===== src/atm_pkg.sv =====
// Shared types, codes and sizes for the alarm table match block.
`default_nettype none

package atm_pkg;

    localparam int MAX_ALARMS = 16;
    localparam int ADDR_W     = (MAX_ALARMS > 1) ? $clog2(MAX_ALARMS) : 1;
    localparam int CNT_W      = $clog2(MAX_ALARMS + 1);

    localparam int TIME_W     = 12;
    localparam int TONE_W     = 8;
    localparam int INDEX_W    = 4;
    localparam int HOUR_W     = 5;
    localparam int MINUTE_W   = 6;
    localparam int COUNT_W    = 5;

    localparam logic [TIME_W-1:0] TIME_LIMIT = TIME_W'(2400);

    typedef enum logic [1:0] {
        OP_ADD   = 2'd0,
        OP_DEL   = 2'd1,
        OP_CHECK = 2'd2
    } t_opcode;

    typedef enum logic [1:0] {
        ST_OK        = 2'd0,
        ST_FULL      = 2'd1,
        ST_BAD_TIME  = 2'd2,
        ST_BAD_INDEX = 2'd3
    } t_status;

    typedef enum logic [2:0] {
        S_IDLE,
        S_START,
        S_READ,
        S_EVAL,
        S_FIN
    } t_state;

    // One table entry as stored in the RAM.
    typedef struct packed {
        logic [TONE_W-1:0] tone;
        logic [TIME_W-1:0] wake_time;
    } t_entry;

    // One result item.
    typedef struct packed {
        t_status           status;
        logic              ring;
        logic [TONE_W-1:0] tone;
        logic [TIME_W-1:0] ring_time;
        logic [CNT_W-1:0]  count;
        logic              last;
    } t_result;

    // Control group for the shared match unit.
    typedef struct packed {
        logic                load;
        logic [HOUR_W-1:0]   hour;
        logic [MINUTE_W-1:0] minute;
    } t_match_ctl;

endpackage

`default_nettype wire


===== src/alarm_table_match.sv =====
// Top level of the alarm table: sequencer, entry RAM and shared match unit.
// Flow: add, unused opcodes and rejected requests go through S_START and S_FIN to
// the output register; delete and check walk M entries through S_READ and S_EVAL
// before S_FIN, and any output stall holds their results back.
// Throughput: one request at a time; s_tready is high only while idle, so a
// request is finished before the next is taken (M up to 16).
// Reset: i_rst_n (synchronous, active low) empties the table and the output
// register; the entry RAM itself is not cleared and needs no clearing pass.
`default_nettype none

module alarm_table_match (
    input  wire logic        i_clk,
    input  wire logic        i_rst_n,
    // Request stream.
    input  wire logic        s_tvalid,
    output logic             s_tready,
    // tdata, low bit up: wake_time[11:0], tone[19:12], index[23:20],
    // cur_hour[28:24], cur_minute[34:29], zero fill[39:35]
    input  wire logic [39:0] s_tdata,
    // tuser: opcode[1:0]
    input  wire logic [1:0]  s_tuser,
    // Result stream.
    output logic             m_tvalid,
    input  wire logic        m_tready,
    // tdata, low bit up: status[1:0], ring_tone[9:2], ring_time[21:10],
    // alarm_count[26:22], zero fill[31:27]
    output logic      [31:0] m_tdata,
    // tuser: ring[0]
    output logic      [0:0]  m_tuser,
    output logic             m_tlast
);
    import atm_pkg::*;

    // ------------------------------------------------------------------
    // Sequencer state and latched request fields.
    // ------------------------------------------------------------------
    t_state              r_state,  n_state;
    logic [1:0]          r_op,     n_op;
    logic [TIME_W-1:0]   r_time,   n_time;
    logic [TONE_W-1:0]   r_tone,   n_tone;
    logic [INDEX_W-1:0]  r_index,  n_index;
    logic [HOUR_W-1:0]   r_hour,   n_hour;
    logic [MINUTE_W-1:0] r_minute, n_minute;

    // Table bookkeeping: live entry count, scan limit, read and write slots.
    logic [CNT_W-1:0]    r_count,  n_count;
    logic [CNT_W-1:0]    r_limit,  n_limit;
    logic [CNT_W-1:0]    r_rd,     n_rd;
    logic [CNT_W-1:0]    r_wr,     n_wr;
    logic                r_check,  n_check;
    t_status             r_status, n_status;

    // A match waits here until the scan shows whether it is the final one.
    logic                r_pend_valid, n_pend_valid;
    t_result             r_pend,       n_pend;

    // Output register parts the result side from the sequencer.
    logic                r_out_valid,  n_out_valid;
    t_result             r_out,        n_out;

    // RAM and match unit hookup.
    logic                mem_we;
    logic [ADDR_W-1:0]   mem_waddr;
    t_entry              mem_wdata;
    t_entry              mem_rdata;
    t_match_ctl          match_ctl;
    logic                hit;
    logic                out_free;

    atm_ram #(
        .WIDTH (($bits(t_entry))),
        .DEPTH (MAX_ALARMS)
    ) u_ram (
        .i_clk   (i_clk),
        .i_we    (mem_we),
        .i_waddr (mem_waddr),
        .i_wdata (mem_wdata),
        .i_raddr (r_rd[ADDR_W-1:0]),
        .o_rdata (mem_rdata)
    );

    atm_match u_match (
        .i_clk  (i_clk),
        .i_ctl  (match_ctl),
        .i_time (mem_rdata.wake_time),
        .o_hit  (hit)
    );

    // Hold off requests while reset is asserted.
    assign s_tready = (r_state == S_IDLE) && i_rst_n;
    assign out_free = !r_out_valid || m_tready;

    // ------------------------------------------------------------------
    // State register and control.
    // ------------------------------------------------------------------
    always_ff @(posedge i_clk) begin
        if (!i_rst_n) begin
            r_state      <= S_IDLE;
            r_count      <= '0;
            r_pend_valid <= 1'b0;
            r_out_valid  <= 1'b0;
        end else begin
            r_state      <= n_state;
            r_count      <= n_count;
            r_pend_valid <= n_pend_valid;
            r_out_valid  <= n_out_valid;
        end
    end

    // Payload and scan registers need no reset.
    always_ff @(posedge i_clk) begin
        r_op     <= n_op;
        r_time   <= n_time;
        r_tone   <= n_tone;
        r_index  <= n_index;
        r_hour   <= n_hour;
        r_minute <= n_minute;
        r_limit  <= n_limit;
        r_rd     <= n_rd;
        r_wr     <= n_wr;
        r_check  <= n_check;
        r_status <= n_status;
        r_pend   <= n_pend;
        r_out    <= n_out;
    end

    // ------------------------------------------------------------------
    // Next state and datapath control.
    // ------------------------------------------------------------------
    always_comb begin
        n_state      = r_state;
        n_op         = r_op;
        n_time       = r_time;
        n_tone       = r_tone;
        n_index      = r_index;
        n_hour       = r_hour;
        n_minute     = r_minute;
        n_count      = r_count;
        n_limit      = r_limit;
        n_rd         = r_rd;
        n_wr         = r_wr;
        n_check      = r_check;
        n_status     = r_status;
        n_pend_valid = r_pend_valid;
        n_pend       = r_pend;
        n_out_valid  = r_out_valid && !m_tready;
        n_out        = r_out;

        mem_we           = 1'b0;
        mem_waddr        = r_wr[ADDR_W-1:0];
        mem_wdata        = mem_rdata;
        match_ctl.load   = 1'b0;
        match_ctl.hour   = r_hour;
        match_ctl.minute = r_minute;

        unique case (r_state)
            S_IDLE: begin
                // Take a request and unpack its fields.
                if (s_tvalid) begin
                    n_op     = s_tuser;
                    n_time   = s_tdata[11:0];
                    n_tone   = s_tdata[19:12];
                    n_index  = s_tdata[23:20];
                    n_hour   = s_tdata[28:24];
                    n_minute = s_tdata[34:29];
                    n_state  = S_START;
                end
            end

            S_START: begin
                n_pend_valid = 1'b0;
                n_status     = ST_OK;
                n_state      = S_FIN;
                unique case (r_op)
                    OP_ADD: begin
                        // Time range is tested before the table fill.
                        if (r_time >= TIME_LIMIT) begin
                            n_status = ST_BAD_TIME;
                        end else if (32'(r_count) >= MAX_ALARMS) begin
                            n_status = ST_FULL;
                        end else begin
                            mem_we    = 1'b1;
                            mem_waddr = r_count[ADDR_W-1:0];
                            mem_wdata = '{tone: r_tone, wake_time: r_time};
                            n_count   = r_count + 1'b1;
                        end
                    end
                    OP_DEL: begin
                        // Close the gap: copy every later entry down one slot.
                        if (32'(r_index) < 32'(r_count)) begin
                            n_rd    = CNT_W'(r_index) + 1'b1;
                            n_wr    = CNT_W'(r_index);
                            n_limit = r_count;
                            n_count = r_count - 1'b1;
                            n_check = 1'b0;
                            n_state = S_READ;
                        end else begin
                            n_status = ST_BAD_INDEX;
                        end
                    end
                    OP_CHECK: begin
                        // Load the target time and scan the whole table.
                        match_ctl.load = 1'b1;
                        n_rd    = '0;
                        n_wr    = '0;
                        n_limit = r_count;
                        n_check = 1'b1;
                        n_state = S_READ;
                    end
                    default: begin
                        // Unused opcode: plain ok result.
                    end
                endcase
            end

            S_READ: begin
                // RAM read of slot r_rd is in flight; stop at the scan limit.
                if (r_rd >= r_limit) begin
                    n_state = S_FIN;
                end else begin
                    n_state = S_EVAL;
                end
            end

            S_EVAL: begin
                if (r_check && hit) begin
                    // Drop the entry; push the older pending match first.
                    if (!r_pend_valid || out_free) begin
                        if (r_pend_valid) begin
                            n_out       = r_pend;
                            n_out.last  = 1'b0;
                            n_out_valid = 1'b1;
                        end
                        n_pend_valid    = 1'b1;
                        n_pend.status   = ST_OK;
                        n_pend.ring     = 1'b1;
                        n_pend.tone     = mem_rdata.tone;
                        n_pend.ring_time = mem_rdata.wake_time;
                        n_pend.count    = r_count - 1'b1;
                        n_pend.last     = 1'b0;
                        n_count         = r_count - 1'b1;
                        n_rd            = r_rd + 1'b1;
                        n_state         = S_READ;
                    end
                end else begin
                    // Keep the entry: move it down to the write slot.
                    mem_we    = 1'b1;
                    mem_waddr = r_wr[ADDR_W-1:0];
                    mem_wdata = mem_rdata;
                    n_wr      = r_wr + 1'b1;
                    n_rd      = r_rd + 1'b1;
                    n_state   = S_READ;
                end
            end

            S_FIN: begin
                // Hand over the final result of this request.
                if (out_free) begin
                    n_out_valid = 1'b1;
                    if (r_pend_valid) begin
                        n_out      = r_pend;
                        n_out.last = 1'b1;
                    end else begin
                        n_out.status    = r_status;
                        n_out.ring      = 1'b0;
                        n_out.tone      = '0;
                        n_out.ring_time = '0;
                        n_out.count     = r_count;
                        n_out.last      = 1'b1;
                    end
                    n_pend_valid = 1'b0;
                    n_state      = S_IDLE;
                end
            end

            default: begin
                n_state = S_IDLE;
            end
        endcase
    end

    // ------------------------------------------------------------------
    // Result port packing.
    // ------------------------------------------------------------------
    assign m_tvalid = r_out_valid;
    assign m_tdata  = {5'b0, COUNT_W'(r_out.count), r_out.ring_time, r_out.tone,
                       r_out.status};
    assign m_tuser  = r_out.ring;
    assign m_tlast  = r_out.last;

endmodule

`default_nettype wire


===== src/atm_ram.sv =====
// Generic single-write, single-read RAM with registered read data.
`default_nettype none

module atm_ram #(
    parameter int WIDTH  = 20,
    parameter int DEPTH  = 16,
    parameter int ADDR_W = (DEPTH > 1) ? $clog2(DEPTH) : 1
) (
    input  wire logic              i_clk,
    input  wire logic              i_we,
    input  wire logic [ADDR_W-1:0] i_waddr,
    input  wire logic [WIDTH-1:0]  i_wdata,
    input  wire logic [ADDR_W-1:0] i_raddr,
    output logic      [WIDTH-1:0]  o_rdata
);

    logic [WIDTH-1:0] r_mem [DEPTH];
    logic [WIDTH-1:0] r_rdata;

    always_ff @(posedge i_clk) begin
        if (i_we) begin
            r_mem[i_waddr] <= i_wdata;
        end
        r_rdata <= r_mem[i_raddr];
    end

    assign o_rdata = r_rdata;

endmodule

`default_nettype wire


===== src/atm_match.sv =====
// Shared time compare unit: holds hour*100+minute and tests one entry a cycle.
`default_nettype none

module atm_match (
    input  wire logic                       i_clk,
    input  wire atm_pkg::t_match_ctl        i_ctl,
    input  wire logic [atm_pkg::TIME_W-1:0] i_time,
    output logic                            o_hit
);
    import atm_pkg::*;

    logic [TIME_W-1:0] r_target;
    logic [TIME_W-1:0] n_target;

    // hour*100 = hour*64 + hour*32 + hour*4; minute stays below 100, so one
    // equality test covers both the quotient and the remainder.
    always_comb begin
        n_target = (TIME_W'(i_ctl.hour) << 6) + (TIME_W'(i_ctl.hour) << 5)
                 + (TIME_W'(i_ctl.hour) << 2) + TIME_W'(i_ctl.minute);
    end

    always_ff @(posedge i_clk) begin
        if (i_ctl.load) begin
            r_target <= n_target;
        end
    end

    assign o_hit = (r_target == i_time);

endmodule

`default_nettype wire


===== config.mk =====
export PLATFORM = sky130hd
export DESIGN_NAME = alarm_table_match
export DESIGN_NICKNAME = d
export VERILOG_FILES = /design/src/atm_pkg.sv /design/src/alarm_table_match.sv /design/src/atm_ram.sv /design/src/atm_match.sv
export SDC_FILE = /design/constraint.sdc
export NUM_CORES = 1
export LEC_CHECK = 0
export BUFFER_PORTS_ARGS = -buffer_cell sky130_fd_sc_hd__buf_2
export CAP_MARGIN = 10
export CORE_MARGIN = 2
export CORE_UTILIZATION = 55
export DETAILED_ROUTE_END_ITERATION = 12
export GPL_ROUTABILITY_DRIVEN = 0
export PLACE_DENSITY = 0.72
export SYNTH_ARGS = -nofsm -noshare
export SYNTH_HDL_FRONTEND = slang
export SYNTH_SLANG_ARGS = --single-unit

===== constraint.sdc =====
create_clock -name i_clk -period 8.28 [get_ports i_clk]
set_clock_uncertainty 0.15 [all_clocks]
set_input_delay 1.242 -clock i_clk [delete_from_list [all_inputs] [get_ports i_clk]]
set_output_delay 1.242 -clock i_clk [all_outputs]
set_load 0.005 [all_outputs]

==> results of run 1 <==
## kinds of logic (layout without fill, tap and decap cells)
group / Yosys count / after routing / share of synthesized area (%)
AND/OR/NAND/NOR: 144 / 144 / 4.224
AO/OA/AOI/OAI: 57 / 57 / 2.001
flip-flops: 470 / 470 / 74.38
other: 1 / 5 / 0.02019
adder cells (fa/ha/maj): 34 / 34 / 2.412
XOR/XNOR: 30 / 30 / 1.415
multiplexers: 129 / 129 / 13.85
buffers and inverters: 71 / 194 / 1.698
## Yosys cell counts, types with 5 or more instances
cell and count:
buf_4 6, nand2b_1 10, a21oi_1 14, xor2_1 7, ha_1 31, a31oi_1 7, buf_2 15, mux2_1 16
nor3_1 13, nand2_1 30, edfxtp_1 440, inv_1 26, dfxtp_1 30, clkbuf_1 18, nand3_1 14, mux4_2 100
xnor2_1 23, o21ai_0 15, mux2i_1 5, nor2_1 23, nand4_1 7, a21o_1 5, mux2_2 8, nor2b_1 26
## through the flow
step / std cells / util [%] / setup slack (ns)
final: 1511 / 63.04 / 4.874
after CTS: 1510 / 63.01 / 4.896
after global routing: 1511 / 63.04 / 4.647
after global placement: 1425 / 58.43 / 4.933
after floorplan: 940 / - / 3.818
after detailed placement: 1425 / 58.43 / 4.877
## per-layer routing
metal  up-vias  GRT usage, %  part of all wire [%]
met2       300         33.90                    49
met3        61         3.668                   6.7
li1       3930             -                     -
met5         -             0                     0
met1      4615         29.82                    42
met4         0         5.784                   2.2
## flip-flops by register name, indices dropped and copies added, names as in the netlist
register	flops
r_rd	5
r_pend	25
u_ram.o_rdata	20
r_wr	4
u_match.r_target	12
u_ram.r_mem	320
r_status	2
r_hour	5
r_minute	6
m_tlast	1
r_state	3
r_index	4
r_count	5
r_check	1
m_tvalid	1
r_op	2
r_limit	5
r_pend_valid	1
r_tone	8
m_tuser	1
r_time	12
m_tdata	27
## critical path: cells and delay by family, from the launching register on
kind | cells | cell delay [ns]
and+or+nand+nor | 4 | 1.43
AOI/OAI and AO/OA | 1 | 0.81
DFF | 1 | 0.45
xor gates and xnor gates | 1 | 0.19
## power by group through the flow
stage / Clock, W / Sequential, W / Combinational, W
6_report: 0.00209 / 0.00270 / 0.000272
5_1_grt: 0.00221 / 0.00271 / 0.000304
4_1_cts: 0.00212 / 0.00270 / 0.000275
3_5_place_dp: 0 / 0.00275 / 0.000274
3_3_place_gp: 0 / 0.00275 / 0.000266
2_1_floorplan: 0 / 0.00274 / 0.000199
## final timing paths
check / start / end / slack, ns / cells past startpoint
worst max-delay path: u_ram.o_rdata[10]$_DFF_P_ / u_ram.r_mem[5][4]$_DFFE_PP_ / 4.87 / 6
worst max register to register: u_ram.o_rdata[10]$_DFF_P_ / u_ram.r_mem[5][4]$_DFFE_PP_ / 4.87 / 6
worst min-delay path: r_minute[0]$_DFFE_PP_ / u_match.r_target[0]$_DFFE_PP_ / 0.28 / 0
worst min register to register: r_minute[0]$_DFFE_PP_ / u_match.r_target[0]$_DFFE_PP_ / 0.28 / 0
## layout make-up
class                   count  area (µm²)  share of cell area, %
flip-flops and latches    470       13810                  65.67
multi-input cells         399        4591                  21.83
clock buffers              63        1296                  6.163
well taps                 448       560.5                  2.665
repair buffers             82       441.7                  2.100
clock inverters            22       230.2                  1.095
inverters                  27       101.3                 0.4818
==> key figures, run 1 <==
Final layout
  • Finished Cell Area: 21030 µm²
  • Most frequent cells in the layout: edfxtp_1 (440), mux4_2 (100), buf_2 (71)
  • Share of cells above drive strength 1: 27.00%
  • Area growth from synthesis to layout: 13.26%
  • Ant diodes: 0
  • Fillers: 2297
  • Most common cell after layout, fill and taps aside: edfxtp_1
  • Final nets: 1106

Setup path
  • Critical path, cell by cell: xnor2_1 > nand4_1 > nor4_2 > nor2_1 > a31oi_1 > nor2_4
  • Critical Path Start Type: register
  • Worst stage delay on the critical path: 0.81 ns
  • Crit. End Element: register
  • CP max stage cell: a31oi_1
  • WP data required: 8.32 ns
  • Crit path kind: reg2reg
  • Max FO, Critical Path: 20
  • Critical Path AT: 3.44 ns

Synthesis
  • Syn Area/Cell: 19.84 µm²
  • Top post-synthesis cells by area: edfxtp_1 (71%), mux4_2 (12%), dfxtp_1 (3.2%)
  • Mapped Area: 18570 µm²
  • Largest area contributor in the netlist: edfxtp_1
  • Yosys top cell area share: 71.14%
  • Main synth FF type: edfxtp_1
  • Post-synth EDFFs: 440
  • Mapped Cells: 936
  • Synth unique cells: 57
  • Ys async rst share: 0%
  • Post-synthesis sequential area ratio: 74.38%
  • Ys Warns: 0
  • Number of synthesized register bits: 470

Die
  • Core Box Area: 33360 µm²
  • Die span in x: 187.8 µm
  • Site Rows: 67
  • Die height: 187.8 µm
  • Die area: 35250 µm²
  • Ports: 82
  • Starting Density: 55.66%

Pwr
  • Sw Share: 20.86%
  • P_int: 0.004009 W
  • Total power: 0.005066 W
  • Psw: 0.001057 W
  • Sequential power share: 53.3%
  • Leakage: 6.972 nW
  • Pwr Density: 240.8 nW/µm²
  • Peak VDD IR: 0.1539 mV
  • Combinational share of power: 5.4%
  • Clock Power Share: 41.3%

Placement
  • Cell Area, Placed: 19500 µm²
  • Buffers on Ports: 71
  • Post-detail-place hpwl: 20440 µm

Clock tree
  • H-tree Lvls: 2
  • Root Driver: clkbuf_16
  • Post-cts sizing count: 0
  • Worst skew pair latency: 0.56 ns
  • CTS tree: yes
  • Post-CTS setup repair buffer count: 0
  • Hold bufs inserted after CTS: 0
  • Clock buffer count from CTS: 46
  • Clock buffer depth: 3
  • CTS clk-pin slew, worst paths: 0.06 ns
  • CTS sink cnt: 470

Global route
  • Number of global-route vias before repair: 9004
  • First-pass GRT wire length: 55000 µm
  • Total grt overflow: 0
  • Largest net degree at the start of global routing: 49
  • Initial antenna violation count: 1
  • GRT Overall Usage: 20.93%

Timing
  • Max Slew Vio Count: 0
  • Post-route minimum period: 3.406 ns
  • Worst Tran Pin Value: 1.113 ns
  • Setup TNS: 0 ns
  • Final hold viol count: 0
  • Fmax: 293.6 MHz
  • Unrepaired setup endpoints after global routing: no
  • Relative slew slack: 25.50%
  • Tcrit/Tclk final: 41.13%
  • Min Hold Slack: 0.2774 ns
  • # setup viols final: 0

Hold path
  • HP Class: reg2reg

Routing
  • Drt total wl: 35830 µm
  • ANT nets after route: 0
  • DRC: 0
  • Starting DRT DRC Count: 659
  • Avg WL per Cell: 23.71 µm
  • Via count: 8906
  • DR vias/cell: 5.894
  • Initial DRT Pass Iterations: 7

Status
  • Status: completed

Job
  • Number of max-cap violations: 0
(Power assumes the default switching activity.)
==> inputs of run 2 (changes only) <==
PLACE_DENSITY = 0.75   (was 0.72)
clock period = 3 ns   (was 8.28 ns; I/O delays follow)
==> run 2 against run 1 <==
  * Worst hold slack got worse by 0.14 ns
  * Final cell count increased by 5.0%
  * Flip-flop and latch count is the same
  * Sequential power increased to 2.8 times the previous value
  * Critical path depth rose by 3
  * Clock power rose to 2.8 times the previous value
  * Critical path type unchanged
==> key figures, run 2 (synthesized netlist as in run 1, its figures left out) <==
Global route
  • Initial antenna violation count: 0
  • First-pass GRT wire length: 58820 µm
  • GRT Overall Usage: 22.49%
  • Largest net degree at the start of global routing: 83
  • Number of global-route vias before repair: 9545
  • Total grt overflow: 0

Final layout
  • Most common cell after layout, fill and taps aside: edfxtp_1
  • Share of cells above drive strength 1: 28.47%
  • Fillers: 2158
  • Most frequent cells in the layout: edfxtp_1 (440), mux4_2 (100), buf_2 (71)
  • Reg with most FFs: u_ram.r_mem
  • Max reg flops: 320
  • Fin cells: 1587
  • Area growth from synthesis to layout: 17.66%
  • Final nets: 1182
  • Core Util, Final: 65.50%

Routing
  • DR vias/cell: 5.873
  • Starting DRT DRC Count: 856
  • Initial DRT Pass Iterations: 5
  • DRC: 0
  • Drt total wl: 38610 µm
  • Avg WL per Cell: 24.33 µm
  • ANT nets after route: 0
  • Via count: 9321

Clock tree
  • Clock buffer count from CTS: 45
  • CTS sink cnt: 470
  • H-tree Lvls: 2
  • Clock buffer depth: 3
  • CTS clk-pin slew, worst paths: 0.06 ns
  • Worst skew pair latency: 0.55 ns
  • Root Driver: clkbuf_16
  • CTS tree: yes
  • Post-CTS setup repair buffer count: 0

Timing
  • Final hold viol count: 0
  • # setup viols final: 0
  • Post-route minimum period: 2.768 ns
  • Relative slew slack: 55.69%
  • Max Slew Vio Count: 0
  • Tcrit/Tclk final: 92.25%
  • Setup TNS: 0 ns
  • Fmax: 361.3 MHz
  • Worst Tran Pin Value: 0.6616 ns
  • Unrepaired setup endpoints after global routing: no

Setup path
  • R2R depth: 9
  • Crit path kind: reg2reg
  • WP data required: 3.16 ns
  • Worst Path Buf+Inv: 0
  • Family with the most delay on the worst path: adder cells
  • Critical path, cell by cell: ha_1 > ha_1 > fa_1 > a21o_1 > a21oi_1 > nor2b_1 > o21ai_0 > nand2b_1 > a21o_1
  • CP max stage cell: fa_1
  • Max FO, Critical Path: 3
  • Worst stage delay on the critical path: 0.48 ns
  • Cell count along the critical path: 9
  • Critical Path Start Type: register
  • Critical Path AT: 2.93 ns
  • Crit. End Element: register

Job
  • Number of max-cap violations: 0

Placement
  • Post-Place Cells: 1466
  • Post-detail-place hpwl: 22200 µm
  • Buffers on Ports: 71

Pwr
  • Peak VDD IR: 0.4604 mV
  • Leakage: 7.372 nW
  • Pwr Density: 645.7 nW/µm²

Die
  • Die area: 35250 µm²
  • Die span in x: 187.8 µm
  • Die height: 187.8 µm
  • Core Box Area: 33360 µm²
  • Starting Density: 55.66%
  • Site Rows: 67
  • Ports: 82

Status
  • Status: completed

Hold path
  • Worst hold stages: 3
  • HP Class: in2reg
==> run 2: cell count changes in the layout (fill, tap and decap cells not counted), sizes merged <==
cell         delta
bufinv          +3
buf            +40
diode           +1
inv             +1
clkinvlp        +1
clkinv          -1
dlygate4sd3    +37
clkbuf          -6
==> run 2: worst paths after layout <==
path                                  start                        endpoint  slack (ns)
hold / removal                      i_rst_n         r_state[2]$_SDFFE_PN0P_        0.14
setup / recovery        r_hour[1]$_DFFE_PP_  u_match.r_target[11]$_DFFE_PP_        0.23
setup reg to reg        r_hour[1]$_DFFE_PP_  u_match.r_target[11]$_DFFE_PP_        0.23
hold reg to reg   u_ram.o_rdata[13]$_DFF_P_            r_pend[19]$_DFFE_PP_        0.29
==> run 2: timing repair <==
action	in CTS	in global routing
resized for setup	0	2
endpoints found under the setup margin	0	520
endpoints found under the hold margin	37	0
hold buffers	37	0
==> run 2: worst register-to-register path, delay by kind of cell (launching register included) <==
family / cells / cell delay [ns]
AO/OA/AOI/OAI: 4 / 0.72
flip-flops: 1 / 0.46
adder cells (fa/ha/maj): 3 / 1.03
AND/OR/NAND/NOR: 2 / 0.17
==> run 2: power by group <==
part / total, W / internal [W] / switching, W
clock: 0.00581 / 0.00346 / 0.00235
sequential: 0.00746 / 0.00737 / 0.0000842
combinational: 0.000838 / 0.000362 / 0.000476
==> run 2: final cells by class <==
type / count / area [µm²] / area share, %
well taps: 448 / 560.5 / 2.565
repair buffers: 159 / 1321 / 6.046
clock inverters: 26 / 307.8 / 1.409
inverters: 27 / 101.3 / 0.4638
multi-input cells: 399 / 4534 / 20.75
flip-flops and latches: 470 / 13810 / 63.21
clock buffers: 57 / 1211 / 5.543
diodes: 1 / 2.502 / 0.01145
==> run 2: metrics by stage <==
step                hold WS [ns]  cell area (µm²)  power (W)  worst slack (ns)
global placement          0.2694            19950   0.008356            0.2628
floorplan                 0.2503            18600   0.008104           0.01800
global route              0.1427            21850    0.01452           0.06505
finish                    0.1401            21850    0.01411            0.2324
CTS                       0.1185            21840    0.01419            0.1746
detailed placement        0.2706            19950   0.008387            0.2018
==> run 2: layer usage <==
| metal | up-vias | routed length [µm] | GRT usage [%] |
|---|---|---|---|
| met5 | - | 0 | 0 |
| met2 | 394 | 19590 | 37.88 |
| li1 | 4070 | - | - |
| met4 | 0 | 926 | 6.360 |
| met1 | 4786 | 15580 | 31.08 |
| met3 | 71 | 2522 | 3.313 |
==> inputs of run 3 (changes only) <==
PLACE_DENSITY = 0.83   (was 0.75)
==> run 3 against run 2 <==
  * Non-clock buffer count up 14
  * Highest routed layer unchanged
  * Clock-buffer cell count is the same
  * Worst setup slack got worse by 0.14 ns
  * Sequential share of layout area up 0.13 points
  * Design area decreased by 0.21%
==> key figures, run 3 (synthesized netlist as in run 1, its figures left out) <==
Global route
  • Total grt overflow: 0
  • Number of global-route vias before repair: 10090
  • GRT Overall Usage: 24.01%
  • Largest net degree at the start of global routing: 60
  • Initial antenna violation count: 1
  • First-pass GRT wire length: 62070 µm

Final layout
  • Final nets: 1195
  • Finished Cell Area: 21810 µm²
  • Most frequent cells in the layout: edfxtp_1 (440), mux4_2 (100), buf_2 (71)
  • Reg with most FFs: u_ram.r_mem
  • Area growth from synthesis to layout: 17.42%
  • Ant diodes: 0
  • Share of cells above drive strength 1: 29.65%
  • Most common cell after layout, fill and taps aside: edfxtp_1
  • Max reg flops: 320

Status
  • Status: completed

Setup path
  • WP data required: 3.06 ns
  • Crit path kind: reg2reg
  • Critical Path Start Type: register
  • Worst R2R End: u_ram.r_mem[6][10]$_DFFE_PP_
  • R2R depth: 8
  • Max FO, Critical Path: 14
  • RR Startpoint: r_op[1]$_DFFE_PP_
  • Crit. End Element: register
  • Flop2flop setup slack: 0.1 ns
  • Critical Path AT: 2.97 ns

Clock tree
  • CTS tree: yes
  • Worst skew pair latency: 0.55 ns
  • Clock buffer count from CTS: 44
  • H-tree Lvls: 2
  • CTS clk-pin slew, worst paths: 0.06 ns
  • CTS sink cnt: 470
  • Clock buffer depth: 3
  • Root Driver: clkbuf_16

Pwr
  • Peak VDD IR: 0.3973 mV
  • Total power: 0.01414 W
  • Pwr Density: 648.6 nW/µm²
  • Leakage: 7.410 nW

Die
  • Ports: 82
  • Die span in x: 187.8 µm
  • Die height: 187.8 µm
  • Starting Density: 55.66%
  • Die area: 35250 µm²
  • Site Rows: 67
  • Core Box Area: 33360 µm²

Routing
  • DRC: 0
  • ANT nets after route: 0
  • Avg WL per Cell: 26.09 µm
  • Starting DRT DRC Count: 1148
  • Drt total wl: 41690 µm
  • Via count: 9711
  • Initial DRT Pass Iterations: 5
  • DR vias/cell: 6.077

Hold path
  • HP Class: in2reg
  • Hold wc startpoint: i_rst_n
  • WHS Endpoint: r_state[2]$_SDFFE_PN0P_
  • Worst hold stages: 3

Timing
  • Min Hold Slack: 0.1346 ns
  • Max Slew Vio Count: 0
  • Final hold viol count: 0
  • Worst Tran Pin Value: 0.6763 ns
  • Post-route minimum period: 2.903 ns
  • Unrepaired setup endpoints after global routing: yes
  • Fmax: 344.5 MHz
  • Tcrit/Tclk final: 96.76%
  • Relative slew slack: 54.82%
  • Setup TNS: 0 ns
  • # setup viols final: 0

Placement
  • Buffers on Ports: 71
  • Post-detail-place hpwl: 23860 µm
  • Cell Area, Placed: 19880 µm²

Job
  • Number of max-cap violations: 0
run 3: changes by cell type in the layout (fill, tap and decap cells not counted), moves of 2 or more:
cell / previous run / this run
clkinv_1: 9 / 7
clkbuf_1: 8 / 5
clkbuf_8: 4 / 6
inv_6: 3 / 0
buf_12: 17 / 4
clkinv_4: 0 / 3
buf_4: 34 / 61
run 3: worst max-delay path, stage by stage, from the launching register on:
cell	delay [ns]
edfxtp_1	0.41
inv_1	0.10
ha_1	0.24
nor4b_2	0.41
nand2_2	0.28
nor3_1	0.26
a31oi_1	0.18
nor2_2	0.21
buf_4	0.32
run 3: repair_timing:
item,CTS,global route
endpoints found under the hold margin,37,0
resized for setup,0,1
hold buffers,37,0
endpoints found under the setup margin,0,485
buffers inserted,0,2
run 3: worst max-delay path by stage:
stage / endpoint / start / cells past startpoint
global placement: u_ram.r_mem[8][7]$_DFFE_PP_ / r_time[10]$_DFFE_PP_ / 7
finish: u_ram.r_mem[6][10]$_DFFE_PP_ / r_op[1]$_DFFE_PP_ / 8
floorplan: m_tdata[0]$_SDFFCE_PP0P_ / u_match.r_target[1]$_DFFE_PP_ / 5
global route: u_ram.r_mem[8][1]$_DFFE_PP_ / r_op[0]$_DFFE_PP_ / 8
detailed placement: u_ram.r_mem[8][3]$_DFFE_PP_ / r_op[0]$_DFFE_PP_ / 8
CTS: u_ram.r_mem[7][15]$_DFFE_PP_ / r_op[1]$_DFFE_PP_ / 8
run 3: cell type report:
cell class	instances	area, µm²
fill	2078	11560
clock inverter	24	289.0
timing repair buffer	173	1264
tap	448	560.5
multi-input combinational	399	4526
sequential	470	13810
inverter	27	101.3
clock buffer	57	1252
run 3: stage by stage:
step / worst slack, ns / instances / util (%)
2_1_floorplan: 0.01800 / 940 / -
3_3_place_gp: 0.1887 / 1478 / 59.57
3_5_place_dp: 0.04042 / 1478 / 59.57
4_1_cts: 0.05014 / 1596 / 65.30
5_1_grt: -0.01538 / 1598 / 65.36
6_report: 0.09716 / 1598 / 65.36
run 3: metal layers:
metal	vias up	part of all wire [%]	track usage, %
met5	-	0	0
met4	0	4.8	10.99
met3	131	7.3	4.922
li1	4096	-	-
met1	4992	36	29.05
met2	492	52	41.81
run 3: report_power, final:
group,switching [W],internal (W)
registers,0.0000852,0.00737
logic,0.000504,0.000363
clock network,0.00235,0.00347
